==> config.mk <==
export PLATFORM = sky130hd
export DESIGN_NAME = tpc_ram
export DESIGN_NICKNAME = d
export VERILOG_FILES = /design/src/rtl/tpc_ram.sv
export SDC_FILE = /design/constraint.sdc
export NUM_CORES = 1
export LEC_CHECK = 0
export ABC_AREA = 1
export BUFFER_PORTS_ARGS = -buffer_cell sky130_fd_sc_hd__buf_2
export CORE_UTILIZATION = 61
export DETAILED_ROUTE_END_ITERATION = 8
export GPL_TIMING_DRIVEN = 0
export HOLD_SLACK_MARGIN = 0.05
export PLACE_DENSITY = 0.79
export RECOVER_POWER = 50
export SLEW_MARGIN = 15
export SYNTH_ARGS = -nofsm -noshare
export SYNTH_HDL_FRONTEND = slang
export SYNTH_SLANG_ARGS = --single-unit
==> constraint.sdc <==
create_clock -name clk -period 1.4 [get_ports clk]
set_input_delay 0.14 -clock clk [delete_from_list [all_inputs] [get_ports clk]]
set_output_delay 0.14 -clock clk [all_outputs]
set_load 0.05 [all_outputs]
==> src/rtl/tpc_ram.sv <==
`timescale 1ns / 1ps
// ----------------------------------------------------------------------------
// tpc_ram
// Generic simple dual-port RAM, one write and one registered read port.
// ----------------------------------------------------------------------------
module tpc_ram #(
  parameter int WIDTH = 8,
  parameter int DEPTH = 16,
  localparam int AW = (DEPTH > 1) ? $clog2(DEPTH) : 1
) (
  input  logic             clk,
  input  logic             we,
  input  logic [AW-1:0]    waddr,
  input  logic [WIDTH-1:0] wdata,
  input  logic             re,
  input  logic [AW-1:0]    raddr,
  output logic [WIDTH-1:0] rdata
);

  logic [WIDTH-1:0] mem [DEPTH];

  always_ff @(posedge clk) begin
    if (we) begin
      mem[waddr] <= wdata;
    end
    if (re) begin
      rdata <= mem[raddr];
    end
  end

endmodule

[Yosys cells after proc, flatten, opt, wreduce, memory -nomap -nowiden]
Memory sizes are Yosys's and may differ from the RTL's. A register that Yosys moved wholly into a read port is not among the register bits.
Cells that the tools add are included.
Operators by class
  add/subtract/negate cells: 0
  multipliers: 0
  div/mod/pow operators: 0
  magnitude comparators: 0
  equal/unequal tests: 0
  shifts and indexed selects: 0
  multiplexer cells: 2
  bitwise logic cells: 0
  reductions and logical operators: 0
Operator list (number)
  $mux 1: 2
Storage, ports and cells
  register bits: 0
  latch bits: 0
  RAM bits: 128
  ROM bits: 0
  memories kept: 1
Memories
  mem: depth 16, bits a word 8, read ports 1, clocked after memory_dff 1, write ports 1, RTL line 20  | logic [WIDTH-1:0] mem [DEPTH];

[Depth between registers and ports, before layout]
  word-level depth: 2
  gate-level depth with buffers: 8

[Least setup slack after synthesis]
No wires, ideal clock.
  kind: input to register
  start: input waddr[2]
  end: memory mem[10][0], enable pin
  data arrival time: 0.721 ns
  path slack: 0.309 ns
  cell stages on the path: 2
  cell sequence: nand3b_1 > nor2_1
RTL lines
  start, declared: RTL line 13  | input logic [AW-1:0] waddr,
  end, declared: RTL line 20
No word-level cell before the write port.

[Worst setup path in the final report]
  start: register rdata[3] (read register of mem)
  end: output rdata[3]
RTL lines
  start, declared: RTL line 17  | output logic [WIDTH-1:0] rdata
No word-level cell between the ends.

==> results.ini <==
[global_route]
antenna_found_initial=0
grt_max_degree=17
grt_pass1_wl_um=21200
grt.total_usage_pct=30.4
overflow=0
first_global_vias=3914

[place]
place.gp.congestion=0.880
numPortBuffers=23
dp_cells=703
postPlaceCellArea_um2=6120
dp_hpwl_um=8950

[clock_tree]
cts.repair.resized=0
worstSkewPairLatency_ps=530
htreeDepth=4
clk_pin_slew_ps=60
clockRootBuffer=clkbuf_8
clock-sinks=136
clockBufferDepth=2
cts_setup_buffers=0
cts_tree=built
cts_buffers=17
holdBufCountCts=4

[power]
power_switching_mw=2.22
p_comb_share_pct=7.1
p_int_mw=7.13
p_clk_share_pct=43.6
seqPwrFrac_pct=49.3
switching_share_pct=23.8
peakVddDrop_mv=0.926
power.density_nw_per_um2=1400
p_leak_nw=2.88

[logic_synthesis]
synth_area_per_cell_um2=10.6
syn_nets=570
synth_warnings=0
synthSimpleGateAreaFrac_pct=20.8
ys_ff_latch=136
synthAdderAreaFrac_pct=0
synth_area_um2=5850
yosysSeqAreaShare_pct=69.8
muxShareOfSynthArea_pct=0
synthXorXnorAreaFrac_pct=0
synth_top_family_by_area=simple AND/OR/NAND/NOR gates
synth_cell_types=11
synthCells=551
synth-compound-area-share_pct=0

[die]
die_area_um2=9980
core_area_um2=9280
die_w_um=99.9
io_pins=27
fp.dieH_um=99.9
initial_core_util_pct=63.0
rows=35

[finish]
final_cell_mix=173 x nand2_1, 136 x edfxtp_1, 100 x inv_1
drive_gt1_share_pct=10.8
area_growth_pct=14.5
design_area_um2=6690
fin_nets=616
final_common_cell=nand2_1
postLayoutCoreUtil_pct=72.1
final_cells=739
fillerInstances=671
diodes=0

[run_status]
status=finished, final reports clean

[setup_path]
critPathRequiredTime_ps=1260
cp-start-kind=flop
cpMaxStageDelayCell=edfxtp_1
critical-path-top-delay-family=flip-flops
crit_fanout=1
worstSetupEndpointType=primary output
crit_arrival_ps=1110
worst-path-buf-inv=1
cpPeakStageDelay_ps=360
path_cells=buf_2
critical_path_class=reg -> out

[timing]
tightest_slew_ps=982
max_freq_ghz=0.800
post-route-min-period_ps=1250
post-route-period-util_pct=89.3
rsz0062_at_grt=false
drv_slew=0
fin_setup_tns_ps=0
slew_headroom_pct=34.5
setup_viol=0
fin_skew_ps=7.32
hold_viol_final=0

[min_path]
min_path_type=in -> reg

[drt]
dr.pass1.iters=5
drc=0
antenna_left=0
vias=4015
drtIter0Drc=435
viasPerCell=5.43
routed_wl_um=13900
post_drt_wl_per_cell_um=18.8

[flow_run]
max_cap_violations=0

layout make-up:
type / instances / area [um^2] / area share, %
multi-input cells: 289 / 1210 / 18.1
clock inverters: 14 / 124 / 1.85
well taps: 129 / 161 / 2.41
plain buffers: 24 / 166 / 2.49
repair buffers: 27 / 143 / 2.13
inverters: 102 / 383 / 5.72
flip-flops and latches: 136 / 4080 / 61.0
clock buffers: 18 / 418 / 6.24
synth_stat cells:
cell type | number | area share (%)
buf_2 | 13 | 1.1
edfxtp_1 | 136 | 70
nor2_1 | 17 | 1.1
inv_2 | 2 | 0.13
nand3_1 | 97 | 8.3
inv_1 | 100 | 6.4
buf_4 | 4 | 0.51
nand2_1 | 173 | 11
buf_1 | 1 | 0.064
nand3b_1 | 2 | 0.26
buf_6 | 6 | 1.2
cell families (layout without fill, tap and decap cells):
kind of cell	count (synthesis)	after routing
simple gates	289	289
flops	136	136
buf+inv	126	185
metrics by stage:
step	power [mW]	hold WS (ps)	worst slack [ps]
3_5_place_dp	5.34	481	-220
2_1_floorplan	5.08	239	309
4_1_cts	9.31	54.2	141
3_3_place_gp	5.32	466	-164
5_1_grt	9.55	162	126
6_report	9.35	146	150
sequential cells by signal (all words and copies together) (netlist names):
signal / cells
rdata: 8
mem: 128
final timing paths:
| path | startpoint | to | slack, ps | cells after the start |
|---|---|---|---|---|
| worst max-delay path | rdata[3] | rdata[3] | 150 | 1 |
| worst min-delay path | raddr[2] | rdata[0] | 150 | 4 |
| worst max register to register | mem[10][2] | rdata[2] | 200 | 6 |
| worst min register to register | mem[12][5] | rdata[5] | 770 | 6 |
layer usage:
metal / global-route usage [%] / vias to the layer above / wire length, um
li1: - / 1871 / -
met1: 44.4 / 1871 / 5830
met2: 44.5 / 241 / 6280
met3: 6.55 / 32 / 1390
met4: 13.3 / 0 / 389
met5: 0 / - / 0
power groups by stage:
stage	Clock (mW)	Combinational, mW	Sequential [mW]
global route	4.21	0.717	4.62
detailed placement	0	0.643	4.69
CTS	4.04	0.656	4.61
floorplan	0	0.322	4.76
finish	4.08	0.662	4.61
global placement	0	0.629	4.69
Note: power is estimated with default switching activity, not from simulation.
