### config.mk
export PLATFORM = sky130hd
export DESIGN_NAME = tpc_out_stage
export DESIGN_NICKNAME = d
export VERILOG_FILES = /design/src/rtl/tpc_pkg.sv /design/src/rtl/tpc_out_stage.sv
export SDC_FILE = /design/constraint.sdc
export NUM_CORES = 1
export LEC_CHECK = 0
export BUFFER_PORTS_ARGS = -buffer_cell sky130_fd_sc_hd__buf_2
export CAP_MARGIN = 15
export CORE_ASPECT_RATIO = 1.4
export CORE_MARGIN = 4
export CORE_UTILIZATION = 25
export DETAILED_ROUTE_END_ITERATION = 16
export GPL_TIMING_DRIVEN = 0
export PLACE_DENSITY_LB_ADDON = 0.08
export SYNTH_ARGS = -nofsm -noshare
export SYNTH_HDL_FRONTEND = slang
export SYNTH_SLANG_ARGS = --single-unit
export TNS_END_PERCENT = 100
### constraint.sdc
create_clock -name clk -period 0.8 [get_ports clk]
set_input_delay 0.12 -clock clk [delete_from_list [all_inputs] [get_ports clk]]
set_output_delay 0.12 -clock clk [all_outputs]
set_load 0.005 [all_outputs]
### src/rtl/tpc_pkg.sv
`timescale 1ns / 1ps
// ----------------------------------------------------------------------------
// tpc_pkg
// Shared sizes, types and codes of the trie prefix counter.
// ----------------------------------------------------------------------------
package tpc_pkg;

  localparam int NODE_POOL  = 4096;
  localparam int ALPHABET   = 26;
  localparam int COUNT_BITS = 16;

  localparam int NODE_W     = (NODE_POOL > 1) ? $clog2(NODE_POOL) : 1;
  localparam int NEXT_W     = $clog2(NODE_POOL + 1);
  localparam int SLOT_DEPTH = NODE_POOL * ALPHABET;
  localparam int SLOT_W     = $clog2(SLOT_DEPTH);

  localparam int LETTER_W    = 5;
  localparam int KIND_W      = 2;
  localparam int IN_TDATA_W  = 8;
  localparam int OUT_COUNT_W = 16;
  localparam int OUT_TDATA_W = 24;

  localparam logic [KIND_W-1:0] KIND_INSERT = 2'd0;
  localparam logic [KIND_W-1:0] KIND_QUERY  = 2'd1;
  localparam logic [KIND_W-1:0] KIND_CLEAR  = 2'd2;

  typedef logic [NODE_W-1:0]     node_t;
  typedef logic [NEXT_W-1:0]     next_t;
  typedef logic [SLOT_W-1:0]     slot_t;
  typedef logic [COUNT_BITS-1:0] count_t;

  localparam count_t COUNT_MAX = '1;

  // One word of the node memory: the slot that owns the node, and its count.
  typedef struct packed {
    slot_t  back;
    count_t count;
  } node_word_t;

  typedef struct packed {
    logic  we;
    slot_t waddr;
    node_t wdata;
    logic  re;
    slot_t raddr;
  } child_req_t;

  typedef struct packed {
    logic       we;
    node_t      waddr;
    node_word_t wdata;
    logic       re;
    node_t      raddr;
  } node_req_t;

  typedef struct packed {
    logic             status;
    logic [OUT_COUNT_W-1:0] prefix_count;
  } result_t;

  function automatic logic [OUT_COUNT_W-1:0] count_to_field(count_t c);
    logic [31:0] w;
    w = 32'(c);
    return w[OUT_COUNT_W-1:0];
  endfunction

endpackage

### src/rtl/tpc_out_stage.sv
`timescale 1ns / 1ps
// ----------------------------------------------------------------------------
// tpc_out_stage
// Output register that holds one result until the master side takes it.
// ----------------------------------------------------------------------------
module tpc_out_stage (
  input  logic                            clk,
  input  logic                            rst_n,
  input  logic                            res_valid,
  output logic                            res_ready,
  input  tpc_pkg::result_t                res,
  output logic                            out_tvalid,
  input  logic                            out_tready,
  output logic [tpc_pkg::OUT_TDATA_W-1:0] out_tdata
);

  logic             valid_r, valid_nxt;
  tpc_pkg::result_t data_r, data_nxt;

  assign res_ready  = !valid_r || out_tready;
  assign out_tvalid = valid_r;
  assign out_tdata  = tpc_pkg::OUT_TDATA_W'({data_r.status, data_r.prefix_count});

  always_comb begin
    valid_nxt = valid_r;
    data_nxt  = data_r;
    if (res_ready) begin
      valid_nxt = res_valid;
      if (res_valid) begin
        data_nxt = res;
      end
    end
  end

  always_ff @(posedge clk) begin
    if (!rst_n) begin
      valid_r <= 1'b0;
    end else begin
      valid_r <= valid_nxt;
    end
    data_r <= data_nxt;
  end

endmodule

; ---- Word level (Yosys, flattened, before mapping)
; Index checks and enable logic that the tools add are counted.
; W data, S select, Z words.
[word_totals]
out_inout_bits = 26
inputBits = 21
regBits = 18
wordCells = 6
[op_classes]
n_reduce_logical = 3
[op_table]
columns = cell, count
row1 = $reduce_and A2 Y1, 1
row2 = $logic_not A1 Y1, 1
row3 = $logic_or A1 B1 Y1, 1

; ---- Depth between registers and ports, before layout
[logic_depth]
word_depth = 3
ltp_mapped = 2
depth_no_buf = 2

; ---- Least setup slack after synthesis
; Ideal clock, no wire load.
[synth_timing]
kind = register to register
from = reg valid_r (netlist: out_tvalid)
to = reg data_r, in the netlist out_tdata[0], enable pin
path_buffers = 0
stages_incl_launch_ff = 3
required_time_ns = 0.486
t_arrival_ns = 0.653
period_less_slack_ns = 0.967
setup_slack_ns = -0.167
setup_time_ns = 0.314
cell_sequence = dfxtp_1 -> nand2b_4 -> and2_4
[synth_via]
elab_chain_len = 3
[synth_rtl]
columns = element, line_no
row1 = "start, declared", tpc_out_stage.sv:17  ; logic valid_r, valid_nxt;
row2 = "start signal, assigned", tpc_out_stage.sv:39  ; valid_r <= valid_nxt;
row3 = $logic_not A1 Y1, tpc_out_stage.sv:20  ; assign res_ready = !valid_r || out_tready;
row4 = $logic_or A1 B1 Y1, tpc_out_stage.sv:20
row5 = net res_ready, tpc_out_stage.sv:10  ; output logic res_ready,
row6 = $reduce_and A2 Y1 (no line), n/a
row7 = "end signal, assigned", tpc_out_stage.sv:41  ; data_r <= data_nxt;
row8 = "end, declared", tpc_out_stage.sv:18  ; tpc_pkg::result_t data_r, data_nxt;
; The timed path passes the listed nets, and every way through them passes these cells.
; A chain may end at the register's enable or synchronous reset.

; ---- Final worst setup path
[layout_timing]
from = reg valid_r (netlist: out_tvalid)
to = out res_ready
[layout_via]
elab_chain_len = 2
[layout_rtl]
columns = element, line_no
row1 = $logic_not A1 Y1, tpc_out_stage.sv:20
row2 = $logic_or A1 B1 Y1, tpc_out_stage.sv:20
row3 = "end, declared", tpc_out_stage.sv:10
; No other way between the ends.

==> impl_metrics.py <==
metrics = {
    "detailed_routing": {
        "vias": 455,
        "drt-wirelength-per-cell_um": 10.7,
        "drtAntennaViolNets": 0,
        "vias_per_cell": 3.47,
        "drt-initial-drc-count": 2,
        "drc": 0,
        "wl_mm": 1.40,
        "first_pass_iters": 2,
    },
    "setup_path": {
        "cp.required_ns": 0.68,
        "r2r_cells": 2,
        "crit_slowest_cell": "dfxtp_2",
        "cp_max_fo": 4,
        "cpLargestDelayFamily": "flip-flops",
        "crit_path_max_incr_delay_ns": 0.36,
        "arrival_ns": 0.82,
        "path_cells": "nand2b_4 > buf_6",
        "reg2reg_from": "out_tvalid",
        "critical_path_class": "flip-flop to output pin",
        "path_buf_inv": 1,
        "r2r-end": "out_tdata[15]",
        "r2r_slack_ns": -0.13,
        "critical_path.startpoint_type": "flip-flop",
        "end_kind": "output pin",
    },
    "grt": {
        "grt_pass1_wl_mm": 2.05,
        "grt_pass1_vias": 457,
        "grt_max_degree": 11,
        "antenna_found_initial": 0,
        "grt_overflow": 0,
        "track_usage_pct": 8.58,
    },
    "synthesis": {
        "synth_top_family_by_area": "buffers and inverters",
        "syn_area_per_cell_um2": 20.8,
        "yosys.area_share.adder_pct": 0,
        "ys_seq_area_share_pct": 85.0,
        "synth_cell_type_count": 8,
        "netlist_instances": 30,
        "yosys-top-cells-area": "edfxtp_1 82%, buf_4 8.4%, dfxtp_1 3.2%, nand2b_4 2.2%, a21boi_2 1.8%",
        "ys_warn_count": 0,
        "synthMuxAreaShare_pct": 0,
        "synth_compound_area_share_pct": 1.80,
        "synth_largest_area_cell": "edfxtp_1",
        "yosysTopAreaCellShare_pct": 81.8,
        "synthXorXnorAreaFrac_pct": 0,
        "syn_area_um2": 624,
        "synth_simple_gate_area_share_pct": 3.61,
        "synth_seq_cells": 18,
    },
    "floorplanning": {
        "rows": 21,
        "core_mm2": 0.00239,
        "dieArea_mm2": 0.00337,
        "die_x_um": 50.2,
        "start_util_pct": 26.1,
        "ios": 47,
        "die_h_um": 67.1,
    },
    "placed_design": {
        "dp_slack_ns": -0.192,
        "gp_congestion": 0.611,
        "portBuffers": 39,
    },
    "cts": {
        "cts_root_buf": "clkbuf_4",
        "cts.path.max_buffers": 2,
        "clkTransAtPathRegs_ns": 0.09,
        "cts_made_buffers": 3,
        "clock_sinks": 18,
        "clk_latency_ns": 0.28,
        "htreeDepth": 1,
        "cts_tree": "built",
    },
    "power_and_ir_drop": {
        "leakagePower_nw": 0.502,
        "ir_drop_v": 0.000908,
        "fin_total_pwr_w": 0.00180,
        "powerDensity_mw_per_mm2": 1640,
    },
    "sta": {
        "fin_crit_ns": 0.941,
        "rsz0062_at_grt": "yes",
        "setup_violations": 36,
        "max_freq_mhz": 1060,
        "hold_violations": 0,
        "slew_viol_final": 0,
        "setup_slack_ns": -0.141,
        "fin_skew_ns": 0.00584,
        "post-route-period-util_pct": 118,
    },
    "cells_and_area": {
        "nets": 119,
        "areaGrowthSynthToFinish_pct": 75.4,
        "fillCellCount": 227,
        "final_util_pct": 45.8,
        "layout-drive-gt1-share_pct": 56.7,
        "n_antenna_cell": 0,
    },
    "outcome": {
        "failed_checks": "negative setup slack",
        "status": "finished with violations",
    },
    "worst_hold_path": {
        "holdPathStages": 1,
        "worstHoldPathType": "input pin to flip-flop",
        "hp-start": "res[16]",
        "hold_end": "out_tdata[16]",
    },
    "flow_run": {
        "maxCapViolations": 0,
    },
}
[synthesized netlist by cell type]
| cell | n |
|---|---|
| buf_4 | 7 |
| dfxtp_1 | 1 |
| nand2b_4 | 1 |
| inv_1 | 1 |
| conb_1 | 1 |
| and2_4 | 1 |
| a21boi_2 | 1 |
| edfxtp_1 | 17 |
[cell usage in the layout, fill, tap and decap left out, drive strengths merged]
cell type    netlist  layout
and2               1       2
conb               1       7
clkbuf             0       3
edfxtp            17      17
a21boi             1       1
dfxtp              1       1
dlygate4sd3        0      16
nand2b             1       1
clkinv             0       1
buf                7      47
inv                1       1
[area by class of cell]
type | instances | area (um^2) | area share, %
sequential | 18 | 532 | 48.6
inverter | 1 | 3.75 | 0.343
clock inverter | 1 | 3.75 | 0.343
clock buffer | 3 | 22.5 | 2.06
tap | 34 | 42.5 | 3.89
multi-input combinational | 11 | 68.8 | 6.29
buffer | 7 | 52.6 | 4.80
timing repair buffer | 56 | 369 | 33.7
[flip-flops by register name (all words and copies together), names as in the netlist]
| signal | flops |
|---|---|
| out_tdata | 17 |
| out_tvalid | 1 |
[cells by family after synthesis]
| logic type | Yosys count |
|---|---|
| other cells | 1 |
| simple gates | 2 |
| flops | 18 |
| compound gates | 1 |
| buf+inv | 8 |
[what timing repair did]
item / 4_1_cts / 5_1_grt
setup endpoints to repair: 36 / 36
hold buffers: 10 / 6
pin swaps: 2 / 1
gates resized for setup: 2 / 0
endpoints found under the hold margin: 10 / 6
buffers inserted: 1 / 0
gates cloned: 1 / 0
[metal layers]
metal / global-route usage (%) / wire length (um) / vias up
met2: 17.2 / 836 / 27
met4: 4.15 / 7 / 0
met5: 0 / 0 / -
li1: - / - / 229
met3: 1.77 / 134 / 2
met1: 8.05 / 420 / 197
[worst max path at each step]
stage / depth (start not counted) / endpoint / start / slack (ns)
finish: 2 / res_ready / out_tvalid / -0.14
global route: 2 / res_ready / out_tvalid / -0.20
CTS: 2 / res_ready / out_tvalid / -0.16
detailed placement: 2 / out_tdata[2] / out_tvalid / -0.19
global placement: 2 / out_tdata[6] / out_tvalid / -0.19
floorplan: 2 / out_tdata[0] / out_tvalid / -0.15
[report_power, final]
part	leakage [nW]	internal [W]	total, W	switching [W]
Sequential	0.173	0.00109	0.00111	0.0000143
Combinational	0.314	0.000161	0.000250	0.0000889
Clock	0.0154	0.000181	0.000442	0.000261
Total	0.502	0.00144	0.00180	0.000364
[metrics by stage]
| step | std cells | setup TNS (ns) | hold slack (ns) | instance area (um^2) |
|---|---|---|---|---|
| floorplan | 36 | -2.53 | 0.219 | 648 |
| global placement | 109 | -3.21 | 0.297 | 886 |
| detailed placement | 109 | -3.25 | 0.298 | 886 |
| CTS | 125 | -4.64 | 0.000704 | 1030 |
| global route | 131 | -5.70 | 0.00140 | 1090 |
| finish | 131 | -3.96 | 0.0214 | 1090 |
Note: power is estimated with default switching activity, not from simulation.
