### config.mk
export PLATFORM = sky130hd
export DESIGN_NAME = tpc_ctrl
export DESIGN_NICKNAME = d
export VERILOG_FILES = /design/src/rtl/tpc_pkg.sv /design/src/rtl/tpc_ctrl.sv
export SDC_FILE = /design/constraint.sdc
export NUM_CORES = 1
export LEC_CHECK = 0
export BUFFER_PORTS_ARGS = -buffer_cell sky130_fd_sc_hd__clkbuf_2
export CORE_AREA = 4 4 114 224
export DETAILED_ROUTE_END_ITERATION = 6
export DIE_AREA = 0 0 118 228
export PLACE_DENSITY = 0.55
export SLEW_MARGIN = 25
export SYNTH_ARGS = -nofsm -noshare
export SYNTH_HDL_FRONTEND = slang
export SYNTH_SLANG_ARGS = --single-unit
### constraint.sdc
create_clock -name clk -period 4.4 [get_ports clk]
set_input_delay 0.88 -clock clk [delete_from_list [all_inputs] [get_ports clk]]
set_output_delay 0.88 -clock clk [all_outputs]
set_load 0.02 [all_outputs]
### src/rtl/tpc_pkg.sv
`timescale 1ns / 1ps
// ----------------------------------------------------------------------------
// tpc_pkg
// Shared sizes, types and codes of the trie prefix counter.
// ----------------------------------------------------------------------------
package tpc_pkg;

  localparam int NODE_POOL  = 4096;
  localparam int ALPHABET   = 26;
  localparam int COUNT_BITS = 16;

  localparam int NODE_W     = (NODE_POOL > 1) ? $clog2(NODE_POOL) : 1;
  localparam int NEXT_W     = $clog2(NODE_POOL + 1);
  localparam int SLOT_DEPTH = NODE_POOL * ALPHABET;
  localparam int SLOT_W     = $clog2(SLOT_DEPTH);

  localparam int LETTER_W    = 5;
  localparam int KIND_W      = 2;
  localparam int IN_TDATA_W  = 8;
  localparam int OUT_COUNT_W = 16;
  localparam int OUT_TDATA_W = 24;

  localparam logic [KIND_W-1:0] KIND_INSERT = 2'd0;
  localparam logic [KIND_W-1:0] KIND_QUERY  = 2'd1;
  localparam logic [KIND_W-1:0] KIND_CLEAR  = 2'd2;

  typedef logic [NODE_W-1:0]     node_t;
  typedef logic [NEXT_W-1:0]     next_t;
  typedef logic [SLOT_W-1:0]     slot_t;
  typedef logic [COUNT_BITS-1:0] count_t;

  localparam count_t COUNT_MAX = '1;

  // One word of the node memory: the slot that owns the node, and its count.
  typedef struct packed {
    slot_t  back;
    count_t count;
  } node_word_t;

  typedef struct packed {
    logic  we;
    slot_t waddr;
    node_t wdata;
    logic  re;
    slot_t raddr;
  } child_req_t;

  typedef struct packed {
    logic       we;
    node_t      waddr;
    node_word_t wdata;
    logic       re;
    node_t      raddr;
  } node_req_t;

  typedef struct packed {
    logic             status;
    logic [OUT_COUNT_W-1:0] prefix_count;
  } result_t;

  function automatic logic [OUT_COUNT_W-1:0] count_to_field(count_t c);
    logic [31:0] w;
    w = 32'(c);
    return w[OUT_COUNT_W-1:0];
  endfunction

endpackage

### src/rtl/tpc_ctrl.sv
`timescale 1ns / 1ps
// ----------------------------------------------------------------------------
// tpc_ctrl
// Walk sequencer: reads the child slot, then the node word, then updates.
// ----------------------------------------------------------------------------
module tpc_ctrl (
  input  logic                         clk,
  input  logic                         rst_n,
  input  logic                         in_valid,
  output logic                         in_ready,
  input  logic [tpc_pkg::KIND_W-1:0]   in_kind,
  input  logic [tpc_pkg::LETTER_W-1:0] in_letter,
  input  logic                         in_last,
  output tpc_pkg::child_req_t          child_req,
  input  tpc_pkg::node_t               child_rdata,
  output tpc_pkg::node_req_t           node_req,
  input  tpc_pkg::node_word_t          node_rdata,
  output logic                         res_valid,
  input  logic                         res_ready,
  output tpc_pkg::result_t             res
);

  typedef enum logic [1:0] {S_IDLE, S_CHILD, S_NODE, S_FIN} state_t;

  state_t                       state_r, state_nxt;
  tpc_pkg::node_t               cur_r, cur_nxt;
  tpc_pkg::next_t               next_free_r, next_free_nxt;
  logic                         broken_r, broken_nxt;
  logic                         full_r, full_nxt;
  logic                         clr_r, clr_nxt;
  tpc_pkg::slot_t               clr_idx_r, clr_idx_nxt;
  tpc_pkg::slot_t               slot_r, slot_nxt;
  logic [tpc_pkg::KIND_W-1:0]   kind_r, kind_nxt;
  logic                         last_r, last_nxt;
  tpc_pkg::result_t             res_r, res_nxt;

  logic           accept;
  logic           letter_ok;
  logic           active;
  logic           hit;
  tpc_pkg::slot_t slot_calc;
  tpc_pkg::count_t cnt_inc;
  tpc_pkg::count_t val;

  assign in_ready  = (state_r == S_IDLE) && !clr_r;
  assign accept    = in_valid && in_ready;
  assign letter_ok = {27'd0, in_letter} < 32'(tpc_pkg::ALPHABET);
  assign active    = !broken_r && !full_r;
  assign slot_calc = tpc_pkg::SLOT_W'(cur_r) * tpc_pkg::SLOT_W'(tpc_pkg::ALPHABET)
                   + tpc_pkg::SLOT_W'(in_letter);

  // A stored child counts only if it was handed out since the last clear and
  // the node still names this slot as its owner.
  assign hit = (child_rdata != '0)
            && (tpc_pkg::NEXT_W'(child_rdata) < next_free_r)
            && (node_rdata.back == slot_r);

  assign cnt_inc = (node_rdata.count == tpc_pkg::COUNT_MAX) ? node_rdata.count
                 : node_rdata.count + tpc_pkg::COUNT_BITS'(1);

  assign res_valid = (state_r == S_FIN);
  assign res       = res_r;

  always_comb begin
    state_nxt     = state_r;
    cur_nxt       = cur_r;
    next_free_nxt = next_free_r;
    broken_nxt    = broken_r;
    full_nxt      = full_r;
    clr_nxt       = clr_r;
    clr_idx_nxt   = clr_idx_r;
    slot_nxt      = slot_r;
    kind_nxt      = kind_r;
    last_nxt      = last_r;
    res_nxt       = res_r;
    child_req     = '0;
    node_req      = '0;
    val           = '0;

    if (clr_r) begin
      child_req.we    = 1'b1;
      child_req.waddr = clr_idx_r;
      child_req.wdata = '0;
      clr_idx_nxt     = clr_idx_r + tpc_pkg::SLOT_W'(1);
      if (clr_idx_r == tpc_pkg::SLOT_W'(tpc_pkg::SLOT_DEPTH - 1)) begin
        clr_nxt = 1'b0;
      end
    end

    case (state_r)
      S_IDLE: begin
        if (accept) begin
          kind_nxt = in_kind;
          last_nxt = in_last;
          slot_nxt = slot_calc;
          if (in_kind == tpc_pkg::KIND_CLEAR) begin
            next_free_nxt = tpc_pkg::NEXT_W'(1);
            cur_nxt       = '0;
            broken_nxt    = 1'b0;
            full_nxt      = 1'b0;
          end else if (in_kind == tpc_pkg::KIND_INSERT || in_kind == tpc_pkg::KIND_QUERY) begin
            if (active && letter_ok) begin
              child_req.re    = 1'b1;
              child_req.raddr = slot_calc;
              state_nxt       = S_CHILD;
            end else begin
              if (active) begin
                broken_nxt = 1'b1;
              end
              res_nxt.prefix_count = '0;
              res_nxt.status       = full_r;
              if (in_last) begin
                state_nxt = S_FIN;
              end
            end
          end
        end
      end
      S_CHILD: begin
        node_req.re    = 1'b1;
        node_req.raddr = child_rdata;
        state_nxt      = S_NODE;
      end
      S_NODE: begin
        if (kind_r == tpc_pkg::KIND_INSERT) begin
          if (hit) begin
            node_req.we          = 1'b1;
            node_req.waddr       = child_rdata;
            node_req.wdata.back  = node_rdata.back;
            node_req.wdata.count = cnt_inc;
            cur_nxt              = child_rdata;
            val                  = cnt_inc;
          end else if (next_free_r < tpc_pkg::NEXT_W'(tpc_pkg::NODE_POOL)) begin
            child_req.we         = 1'b1;
            child_req.waddr      = slot_r;
            child_req.wdata      = next_free_r[tpc_pkg::NODE_W-1:0];
            node_req.we          = 1'b1;
            node_req.waddr       = next_free_r[tpc_pkg::NODE_W-1:0];
            node_req.wdata.back  = slot_r;
            node_req.wdata.count = tpc_pkg::COUNT_BITS'(1);
            cur_nxt              = next_free_r[tpc_pkg::NODE_W-1:0];
            next_free_nxt        = next_free_r + tpc_pkg::NEXT_W'(1);
            val                  = tpc_pkg::COUNT_BITS'(1);
          end else begin
            full_nxt = 1'b1;
          end
        end else begin
          if (hit) begin
            cur_nxt = child_rdata;
            val     = node_rdata.count;
          end else begin
            broken_nxt = 1'b1;
          end
        end
        res_nxt.status       = full_nxt;
        res_nxt.prefix_count = (broken_nxt || full_nxt) ? '0 : tpc_pkg::count_to_field(val);
        state_nxt            = last_r ? S_FIN : S_IDLE;
      end
      S_FIN: begin
        if (res_ready) begin
          cur_nxt    = '0;
          broken_nxt = 1'b0;
          full_nxt   = 1'b0;
          state_nxt  = S_IDLE;
        end
      end
      default: begin
        state_nxt = S_IDLE;
      end
    endcase
  end

  always_ff @(posedge clk) begin
    if (!rst_n) begin
      state_r     <= S_IDLE;
      cur_r       <= '0;
      next_free_r <= tpc_pkg::NEXT_W'(1);
      broken_r    <= 1'b0;
      full_r      <= 1'b0;
      clr_r       <= 1'b1;
      clr_idx_r   <= '0;
    end else begin
      state_r     <= state_nxt;
      cur_r       <= cur_nxt;
      next_free_r <= next_free_nxt;
      broken_r    <= broken_nxt;
      full_r      <= full_nxt;
      clr_r       <= clr_nxt;
      clr_idx_r   <= clr_idx_nxt;
    end
    slot_r <= slot_nxt;
    kind_r <= kind_nxt;
    last_r <= last_nxt;
    res_r  <= res_nxt;
  end

endmodule

; Word level (Yosys, flattened, before mapping)
; Index checks and enable logic that the tools add are counted.
[totals]
regBits = 84
input_bits = 57
output_inout_bits = 126
word_cells = 134
[classes]
add_sub_neg = 4
multipliers = 1
order_cmp = 3
n_eq_ne = 23
muxes = 67
reduce_logical = 24
[ops]
columns = cell, n
row1 = $mux 46, 4
row2 = $mux 30, 5
row3 = $mux 18, 5
row4 = $mux 12, 7
row5 = $mux 16, 5
row6 = $mux 13, 6
row7 = $mux 17, 4
row8 = $pmux 12 s3, 1
row9 = $pmux 17 s2, 1
row10 = $pmux 13 s2, 1
row11 = $mux 1, 18
row12 = $reduce_and 6->1, 3
row13 = $add 17x1->17 const B, 1
row14 = $add 17x5->17, 1
row15 = $eq 17x17->1, 1
row16 = $eq 17x17->1 const B, 1
row17 = $add 16x1->16 const B, 1
row18 = $eq 16x16->1 const B, 1
row19 = $mul 12x4->16 const B, 1
row20 = $mux 2, 7
row21 = $add 13x1->13 const B, 1
row22 = $lt 12x13->1, 1
row23 = $lt 13x13->1 const B, 1
row24 = $ne 2x2->1 const B, 6
row25 = 19 further kinds, 39

; Depth between registers and ports, before layout
; Gate-level depths: netlist of run 1.
[depth]
word_depth = 9
mapped_depth = 14
depth_no_buf = 13

; Least setup slack after synthesis of run 1
; OpenSTA, ideal clock, no wires.
[synth_timing]
path_kind = register -> output
from = reg cur_r[1]
to = out child_req[16] in the netlist's numbering
arrival_ps = 3565
required_time_ps = 3520
slack_ps = -45
path_stages_with_launch = 13
n_path_buf = 0
path_cell_list = dfxtp_1 ha_1 fa_1 inv_1 fa_1 xor2_1 nor3b_1 mux2i_1 nor3_1 nand4_1 or3_1 nor3_2 mux2i_1
[synth_lines]
columns = item, line
row1 = start: declaration, tpc_ctrl.sv:26  ; tpc_pkg::node_t cur_r, cur_nxt;
row2 = start signal: assignment, tpc_ctrl.sv:184  ; cur_r <= cur_nxt;
row3 = end: declaration, tpc_ctrl.sv:14  ; output tpc_pkg::child_req_t child_req,

==> impl_results.md, run 1 <==
- Status: finished with violations
- Failing checks: negative setup slack
- CP startpoint kind: flip-flop
- Grt met1 use: ~18%
- TNS Setup: -0.738 ns
- Final Slew Violations: 0
- Initial antenna violation count: 0
- Seq cells post-synth: 84
- Filler cells: approximately 2500
- Antenna cell count: 0
- H-tree levels: 3
- First-pass GRT wire length: about 38000 um
- Total GRT Usage: between 10% and 20%
- Slowest library cell on the worst path: fa_1
- Avg Inst Size Synth: roughly 8.5 sq um
- Largest net degree at the start of global routing: 37
- Crit-path max FO: 3
- Synth Instances: between 800 and 900
- I/O pin total: approximately 180
- Final nets: around 1200
- Setup CP Type: reg -> out
- Int Pwr: around 1.4 mW
- Num CTS Buffers: 9
- Die Y: 228 um
- DR vias: around 6900
- Hold Buf Count CTS: 0
- Port Buffer Count: around 180
- Worst-Margin Slew: 0.968 ns
- Final wirelength: around 25000 um
- Rel. slew slack: between 30% and 40%
- Clk Latency, worst-skew pair: roughly 0.36 ns
- GRT overflow: 0
- DR vias/cell: just over 5
- GRT met2 Usage: about 35%
- Core Area: around 24000 sq um
- DP Worst Slack: -0.149 ns
- Max-cap violations: 0
- Critical Path AT: between 3 and 4 ns
- Setup-failing EPs final: 6
- Async S/R FF share, synth: 0%
- Starting Density: around 30%
- RSZ-0062 raised after global routing: true
- Count of final hold-check violations: 0
- Tcrit/Tclk final: 105%
- First DRT Iteration DRCs: approximately 350
- Post-synth EDFFs: 37
- WHS: 0.503 ns
- Worst Hold Class: reg -> reg
- Final Power: roughly 1.8 mW
- VDD IR max: around 0.17 mV
- Syn Nets: approximately 950
- Fmax: between 200 and 250 MHz
- Crit end category: primary output
- Tmin final: approximately 4.6 ns
- Sequential Power Share: 45.7%
- Die area: 26900 sq um
- Setup ws final: -0.205 ns
- Synth Cell Area: 7060 sq um
- Setup Skew: just over 0.01 ns
- Area leader, netlist: edfxtp_1
- Yosys cell types: 63
- Post-DP HPWL: 20000 um
- Layout cells sized above 1: 31.2%
- Util after Layout: around two fifths
- Vias in the first global route: 7131
- Family with the most delay on the worst path: simple AND/OR/NAND/NOR gates
- Post-synth top cells: nand2_1, nor2_1, inv_1, ha_1, a21oi_1
- P&R area growth vs syn: 33.0%
- Comb power frac: 8.2%
- 1st-pass router iterations: 4
- Post-route DRC: 0
- Switching power total: roughly 0.42 mW
- Routability-driven placement congestion ratio: 0.869
- Yosys Warn Count: 0
- Most common cell in the netlist: nand2_1
- LEAKAGE: 3.92 nW
- Deepest clock path buffer count: 2
- Post-synthesis sequential area ratio: just under 30%
- Crit-path most repeated cell: o21a_1
- CP Cell Sequence: ha_1, inv_1, fa_1, inv_2, ha_4, nor2b_4, o21a_1, o21a_1, nor3_2, nand4_1, or3_4, nor3_4, mux2i_2, buf_4
- Met3 Use GR: 2.83%
- WL per Instance: 18.4 um
- Gr busiest metal: met2
- P per Cell Area: 189 nW/um^2
- CTS tree: yes
- Clock Sink Count: 84
- FP Rows: 80
- Worst-path clk slew: about 0.060 ns
- CP Buf/Inv Count: 3
- Root Driver: clkbuf_16
- Worst Path Required: 3.52 ns
- CP peak stage delay: 0.49 ns
- Die width: 118 um
- Yosys top cell area share: about 16%
- Ys flop type: dfxtp_1
- Switching part of the total power: between 20% and 30%
- Clock Power Share: between 40% and 50%
- Remaining antenna violation count: 0
- Synth area leaders: edfxtp_1, dfxtp_1, ha_1, xor2_1, xnor2_1
[tightest hold or removal path, stage by stage (launching register included)]
cell	delay, ns
dfxtp_1	0.33
o21ai_0	0.07
a21oi_1	0.06
[through the flow]
step	cell area [sq um]	instances
floorplan	7070	830
global placement	8550	1309
detailed placement	8550	1309
CTS	9260	1336
global route	9400	1337
finish	9400	1337
[cells in the final DEF, fill, tap and decap left out, types with 9 or more instances in the layout]
cell,instances
clkbuf_2,173
nand2_1,76
nor2_1,72
inv_1,63
buf_4,51
a21oi_1,48
dfxtp_1,42
ha_1,40
edfxtp_1,37
xor2_1,36
a22o_1,32
xnor2_1,31
and2_1,28
nor3_1,24
nand3_1,24
mux2i_1,19
nand4_1,17
o21ai_0,16
and3_1,14
a21o_1,12
o2bb2ai_2,10
fa_1,9
clkbuf_16,9
[registers in the layout, indices dropped and copies added, names as in the netlist, 2 cells and up]
name,flops
clr_idx_r,17
res,17
next_free_r,13
state_r,2
kind_r,2
cur_r,12
slot_r,17
[worst paths after layout]
path | start | slack, ns | cells past startpoint | end
worst max-delay path | cur_r[2] | -0.20 | 14 | child_req[16]
worst min-delay path | clr_idx_r[5] | 0.50 | 2 | clr_idx_r[5]
worst max register to register | cur_r[2] | 0.88 | 14 | slot_r[16]
worst min register to register | clr_idx_r[5] | 0.50 | 2 | clr_idx_r[5]
[power groups by stage]
stage | Clock (mW) | Sequential (mW) | Combinational [mW]
6_report | 0.821 | 0.813 | 0.145
5_1_grt | 0.866 | 0.813 | 0.160
4_1_cts | 0.836 | 0.813 | 0.146
3_5_place_dp | 0 | 0.831 | 0.145
3_3_place_gp | 0 | 0.831 | 0.144
2_1_floorplan | 0 | 0.830 | 0.0694
[routing by layer]
| layer | wire [um] | part of all wire [%] |
|---|---|---|
| met5 | 0 | 0 |
| met4 | 1100 | 4.5 |
| met1 | 8800 | 36 |
| met3 | 1070 | 4.3 |
| met2 | 13600 | 55 |
[cell families after synthesis]
family / synth area share, %
compound gates: 18.2
flops: 29.1
mux: 2.98
simple gates: 22.9
fa+ha+maj: 11.7
xor+xnor: 9.30
buf+inv: 5.86
[final cells by class]
class / count / area [sq um] / share of cell area, %
tap: 287 / 359 / 3.82
clock buffer: 11 / 233 / 2.48
multi-input combinational: 647 / 4980 / 53.0
sequential: 84 / 2060 / 22.0
inverter: 66 / 248 / 2.64
timing repair buffer: 237 / 1430 / 15.3
clock inverter: 5 / 76.3 / 0.812
[timing repair]
item                                    in CTS  in global routing
pin swaps                                   23                 14
gates cloned                                 0                  0
hold endpoints to repair                     0                  0
endpoints found under the setup margin       9                 18
setup buffers                               11                  5
resized for setup                           62                 30
(Power assumes the default switching activity.)
==> run 2, diff against run 1 <==
- CTS_BUF_LIST: default -> sky130_fd_sc_hd__clkbuf_8
- TNS_END_PERCENT: default -> 20
==> run 2 against run 1 <==
  * The run still ends with negative setup slack left
  * Clock-buffer cell count fell by 2
  * Critical path type unchanged
  * Power fell by 12%
  * Critical path depth did not move
==> impl_results.md, run 2 (synthesis results as in run 1) <==
- Post-DP HPWL: 20000 um (unchanged)
- Failing checks: negative setup slack (unchanged)
- CTS tree: yes (unchanged)
- Worst Hold Class: reg -> reg (unchanged)
- Worst Path Required: 3.52 ns (about the same)
- FP Rows: 80 (unchanged)
- Family with the most delay on the worst path: adder cells (was simple AND/OR/NAND/NOR gates)
- Setup CP Type: reg -> out (unchanged)
- Count of final hold-check violations: 0 (unchanged)
- First-pass GRT wire length: 37900 um (was 38200 um)
- I/O pin total: 183 (unchanged)
- Core Area: 23800 sq um (unchanged)
- Rel. slew slack: 35.9% (was 35.4%)
- Placed Area: 8550 sq um (unchanged)
- Die area: 26900 sq um (unchanged)
- GRT overflow: 0 (unchanged)
- Vias in the first global route: 7055 (was 7131)
- Starting Density: 29.6% (unchanged)
- Max-cap violations: 0 (unchanged)
- Sequential Power Share: 51.7% (was 45.7%)
- Worst hold path startpoint: clr_idx_r[5] (unchanged)
- DR vias/cell: 5.20 (was 5.14)
- Post-route DRC: 0 (unchanged)
- Routability-driven placement congestion ratio: 0.869 (unchanged)
- Crit-path max FO: 3 (unchanged)
- TNS Setup: -1.48 ns (was -0.738 ns)
- Met3 Use GR: 3.05% (was 2.83%)
- DP Worst Slack: -0.149 ns (unchanged)
- Root Driver: clkbuf_8 (was clkbuf_16)
- Total GRT Usage: 17.9% (was 18.1%)
- 1st-pass router iterations: 6 (was 4)
- First DRT Iteration DRCs: 347 (was 354)
- CP startpoint kind: flip-flop (unchanged)
- DR vias: 6932 (was 6869)
- Commonest non-fill, non-tap cell in the layout: clkbuf_2 (unchanged)
- Tmin final: 4.71 ns (was 4.60 ns)
- Fin area: 9200 sq um (was 9400 sq um)
- Largest net degree at the start of global routing: 37 (unchanged)
- P per Cell Area: 171 nW/um^2 (was 189 nW/um^2)
- Grt met1 use: 18.3% (was 18.5%)
- Layout cells sized above 1: 30.8% (was 31.2%)
- Die width: 118 um (unchanged)
- Setup-failing EPs final: 8 (was 6)
- Tcrit/Tclk final: 107% (was 105%)
- Setup Skew: 0.0168 ns (was 0.0103 ns)
- Int Pwr: 1.18 mW (was 1.36 mW)
- Initial antenna violation count: 1 (was 0)
- P&R area growth vs syn: 30.3% (was 33.0%)
- Num CTS Buffers: 9 (unchanged)
- Commonest cells after routing, fill and taps aside: clkbuf_2, nand2_1, nor2_1, inv_1, buf_4 (unchanged)
- Crit end category: primary output (unchanged)
- H-tree levels: 3 (unchanged)
- Switching part of the total power: 25.1% (was 23.6%)
- Die Y: 228 um (unchanged)
- Final nets: 1158 (was 1162)
- Slowest library cell on the worst path: fa_1 (unchanged)
- LEAKAGE: 3.85 nW (was 3.92 nW)
- Worst-Margin Slew: 0.962 ns (was 0.968 ns)
- Util after Layout: 38.6% (was 39.4%)
- VDD IR max: 0.0995 mV (was 0.166 mV)
- Clock Power Share: 39.0% (was 46.2%)
- Critical path startpoint: cur_r[2] (unchanged)
- Port Buffer Count: 182 (unchanged)
- Gr busiest metal: met2 (unchanged)
- Setup ws final: -0.305 ns (was -0.205 ns)
- WL per Instance: 18.5 um (was 18.4 um)
- R2R setup slack: 0.89 ns (was 0.88 ns)
- Critical Path AT: 3.83 ns (was 3.72 ns)
- CP peak stage delay: 0.53 ns (was 0.49 ns)
- Remaining antenna violation count: 0 (unchanged)
- GRT met2 Usage: 34.5% (about the same)
- CP Cell Sequence: ha_4, fa_1, inv_1, fa_2, xor2_2, nor3b_2, mux2i_2, buf_4, nor4_4, nand3_2, nor3_2, xor2_1, and2_1, clkbuf_4 (was ha_1, inv_1, fa_1, inv_2, ha_4, nor2b_4, o21a_1, o21a_1, nor3_2, nand4_1, or3_4, nor3_4, mux2i_2, buf_4)
- Clk Latency, worst-skew pair: 0.40 ns (was 0.36 ns)
- CP Buf/Inv Count: 3 (unchanged)
- Fmax: 213 MHz (was 217 MHz)
- Final wirelength: 24600 um (about the same)
- Clock Sink Count: 84 (unchanged)
- Switching power total: 0.394 mW (was 0.419 mW)
- Final Slew Violations: 0 (unchanged)
- RSZ-0062 raised after global routing: true (unchanged)
- Final Power: 1.57 mW (was 1.78 mW)
- Worst-path clk slew: 0.09 ns (was 0.06 ns)
- R2r startpoint: cur_r[4] (was cur_r[2])
- Comb power frac: 9.3% (was 8.2%)
- Deepest clock path buffer count: 2 (unchanged)
- Status: finished with violations (unchanged)
==> run 2: power groups by stage <==
stage	registers [mW]	clock network (mW)	logic [mW]
after floorplan	0.830	0	0.0694
after global placement	0.831	0	0.144
after detailed placement	0.831	0	0.145
after CTS	0.812	0.629	0.146
after global routing	0.812	0.664	0.160
final	0.812	0.613	0.146
==> run 2: area by class of cell <==
cell class              instances  area [sq um]
well taps                     287           359
diodes                          1          2.50
repair buffers                233          1360
clock inverters                 7          83.8
fillers                      2513         14600
multi-input cells             647          4960
inverters                      66           248
flip-flops and latches         84          2060
clock buffers                   9           124
==> run 2: path summary, 6_finish.rpt <==
check,to,cells past startpoint
setup / recovery,child_req[13],14
hold / removal,clr_idx_r[5],2
setup reg to reg,slot_r[16],14
hold reg to reg,clr_idx_r[5],2
==> run 2: timing repair <==
item,4_1_cts,5_1_grt
pin swaps,15,18
hold buffers,0,0
buffers inserted,6,2
setup endpoints to repair,9,22
gates resized for setup,44,37
==> run 2: metrics by stage <==
| stage | cells | hold slack (ns) |
|---|---|---|
| finish | 1334 | 0.506 |
| global route | 1334 | 0.535 |
| CTS | 1331 | 0.508 |
| detailed placement | 1309 | 0.496 |
| global placement | 1309 | 0.482 |
| floorplan | 830 | 0.462 |
==> run 2: per-layer routing <==
metal / part of all wire [%] / routed length (um) / up-vias
li1: - / - / 3381
met3: 3.6 / 887 / 57
met4: 4.3 / 1070 / 0
met5: 0 / 0 / -
met2: 55 / 13600 / 212
met1: 37 / 9100 / 3282
==> run 2: tightest hold or removal path, stage by stage (launching register included) <==
cell     delay [ns]
dfxtp_1        0.34
o21ai_0        0.07
a21oi_1        0.06
==> run 3, diff against run 2 <==
- PLACE_DENSITY: 0.55 -> 0.49
- SLEW_MARGIN: 25 -> 5
==> run 3 against run 2 <==
  * The run still ends with negative setup slack left
  * Largest cell class unchanged
  * Clock skew rose by 0.0025 ns
  * Critical path depth down 1
  * Cell area barely moved
  * Via count shrank 0.85%
  * Final cell count rose by 0.45%
  * Sequential share of layout area hardly changed
  * Sequential power hardly changed
  * Global-route usage is 0.33 points higher
  * Critical path type unchanged
  * Critical endpoint is now child_req[16]
  * Combinational power rose by 3%
  * Routed wire length about the same
  * Fmax rose by 3.7%
==> impl_results.md, run 3 (synthesis results as in run 1) <==
- Post-DP HPWL: 20100 um (was 20000 um)
- LEAKAGE: 3.83 nW (was 3.85 nW)
- Fmax: 220 MHz (was 213 MHz)
- TNS Setup: -0.470 ns (was -1.48 ns)
- DP Worst Slack: -0.161 ns (was -0.149 ns)
- Remaining antenna violation count: 0 (unchanged)
- GRT overflow: 0 (unchanged)
- CP Cell Sequence: ha_4, fa_1, inv_1, fa_2, xor2_2, nor3b_2, mux2i_2, nor3_4, nand4_1, or3_4, nor3_4, mux2i_2, buf_4 (was ha_4, fa_1, inv_1, fa_2, xor2_2, nor3b_2, mux2i_2, buf_4, nor4_4, nand3_2, nor3_2, xor2_1, and2_1, clkbuf_4)
- Crit end category: primary output (unchanged)
- Met3 Use GR: 3.72% (was 3.05%)
- WHS: 0.505 ns (was 0.506 ns)
- P&R area growth vs syn: 30.3% (about the same)
- CP Buf/Inv Count: 2 (was 3)
- Die Y: 228 um (unchanged)
- Critical Path AT: 3.66 ns (was 3.83 ns)
- Vias in the first global route: 7125 (was 7055)
- Count of final hold-check violations: 0 (unchanged)
- DR vias: 6873 (was 6932)
- WL per Instance: 18.4 um (was 18.5 um)
- VDD IR max: 0.0934 mV (was 0.0995 mV)
- Die width: 118 um (unchanged)
- Tmin final: 4.54 ns (was 4.71 ns)
- Rel. slew slack: 44.8% (was 35.9%)
- Final Power: 1.48 mW (was 1.57 mW)
- Final non-filler cell total: 1340 (was 1334)
- Root Driver: clkbuf_8 (unchanged)
- Commonest cells after routing, fill and taps aside: clkbuf_2, nand2_1, nor2_1, inv_1, buf_4 (unchanged)
- Setup CP Type: reg -> out (unchanged)
- Setup-failing EPs final: 5 (was 8)
- Worst Hold Class: reg -> reg (unchanged)
- Hold Buf Count CTS: 0 (unchanged)
- Crit-path max FO: 3 (unchanged)
- Num CTS Buffers: 9 (unchanged)
- Crit path depth: 13 (was 14)
- CP peak stage delay: 0.51 ns (was 0.53 ns)
- Filler cells: 2500 (was 2513)
- Clk Latency, worst-skew pair: 0.40 ns (about the same)
- Port Buffer Count: 182 (unchanged)
- 1st-pass router iterations: 5 (was 6)
- FP Rows: 80 (unchanged)
- Reg2Reg Depth: 13 (was 14)
- First DRT Iteration DRCs: 282 (was 347)
- Max-cap violations: 0 (unchanged)
- Total GRT Usage: 18.3% (was 17.9%)
- Failing checks: negative setup slack (unchanged)
- Worst-path clk slew: 0.08 ns (was 0.09 ns)
- Post-route DRC: 0 (unchanged)
- Deepest clock path buffer count: 2 (unchanged)
- Setup Skew: 0.0193 ns (was 0.0168 ns)
- Slowest library cell on the worst path: fa_1 (unchanged)
- Die area: 26900 sq um (unchanged)
- DR vias/cell: 5.13 (was 5.20)
- Final Slew Violations: 0 (unchanged)
- Tcrit/Tclk final: 103% (was 107%)
- CTS tree: yes (unchanged)
- Final nets: 1165 (was 1158)
- P per Cell Area: 161 nW/um^2 (was 171 nW/um^2)
- Worst-Margin Slew: 0.827 ns (was 0.962 ns)
- Worst hold stages: 2 (unchanged)
- Final wirelength: 24700 um (was 24600 um)
- Commonest non-fill, non-tap cell in the layout: clkbuf_2 (unchanged)
- GRT met2 Usage: 35.9% (was 34.5%)
- I/O pin total: 183 (unchanged)
- CP startpoint kind: flip-flop (unchanged)
- Initial antenna violation count: 0 (was 1)
- Worst Path Required: 3.52 ns (about the same)
- Antenna cell count: 0 (was 1)
- Clock Sink Count: 84 (unchanged)
- Starting Density: 29.6% (unchanged)
- Placed cells: 1317 (was 1309)
- Core Area: 23800 sq um (unchanged)
- Routability-driven placement congestion ratio: 0.890 (was 0.869)
- First-pass GRT wire length: 38600 um (was 37900 um)
- Grt met1 use: 18.2% (was 18.3%)
- Family with the most delay on the worst path: adder cells (unchanged)
- Layout cells sized above 1: 32.1% (was 30.8%)
- H-tree levels: 3 (unchanged)
- Largest net degree at the start of global routing: 36 (was 37)
- Setup ws final: -0.137 ns (was -0.305 ns)
- Gr busiest metal: met2 (unchanged)
- RSZ-0062 raised after global routing: true (unchanged)
- Status: finished with violations (unchanged)
run 3: changes by cell type in the layout (fill, tap and decap cells not counted), moves of 2 or more:
cell,delta
a21oi_1,-2
buf_4,+8
bufinv_16,-2
clkbuf_2,+2
clkbuf_4,-2
clkinv_2,+2
ha_1,-2
ha_4,+3
inv_1,-2
nor2_1,-2
nor2_2,+2
xnor2_2,+2
xnor2_4,-2
run 3: layout make-up:
cell class	count	area, sq um	area share (%)
Timing Repair Buffer	240	1380	15.0
Sequential cell	84	2070	22.5
Clock buffer	10	138	1.50
Inverter	66	248	2.69
Tap cell	287	359	3.90
Multi-Input combinational cell	647	4970	54.1
Clock inverter	6	31.3	0.340
run 3: worst min-delay path: cells and delay by family (launching register included):
family	cells	cell delay [ns]
AOI/OAI and AO/OA	2	0.13
DFF	1	0.33
run 3: metal layers:
metal | wire length, um | vias up | part of all wire, %
met4 | 867 | 0 | 3.5
li1 | - | 3393 | -
met5 | 0 | - | 0
met3 | 1130 | 43 | 4.6
met1 | 8920 | 3221 | 36
met2 | 13700 | 216 | 56
run 3: stage by stage:
stage	utilization [%]	cell area, sq um
finish	38.6	9200
global route	38.6	9200
CTS	37.5	8930
detailed placement	36.1	8600
global placement	36.1	8600
floorplan	-	7070
run 3: final timing paths:
check                from       endpoint  slack [ns]
max              cur_r[2]  child_req[16]       -0.14
min          clr_idx_r[5]   clr_idx_r[5]        0.50
max reg2reg      cur_r[2]     slot_r[16]        1.03
min reg2reg  clr_idx_r[5]   clr_idx_r[5]        0.50
run 3: where the power goes:
group / leakage [nW] / switching, mW / internal (mW)
combinational: 3.06 / 0.0946 / 0.0554
clock: 0.0930 / 0.302 / 0.215
sequential: 0.671 / 0.00313 / 0.808
run 3: repair_timing:
item	CTS	global route
pin swaps	12	20
buffers inserted	1	6
resized for setup	33	51
setup endpoints to repair	8	10
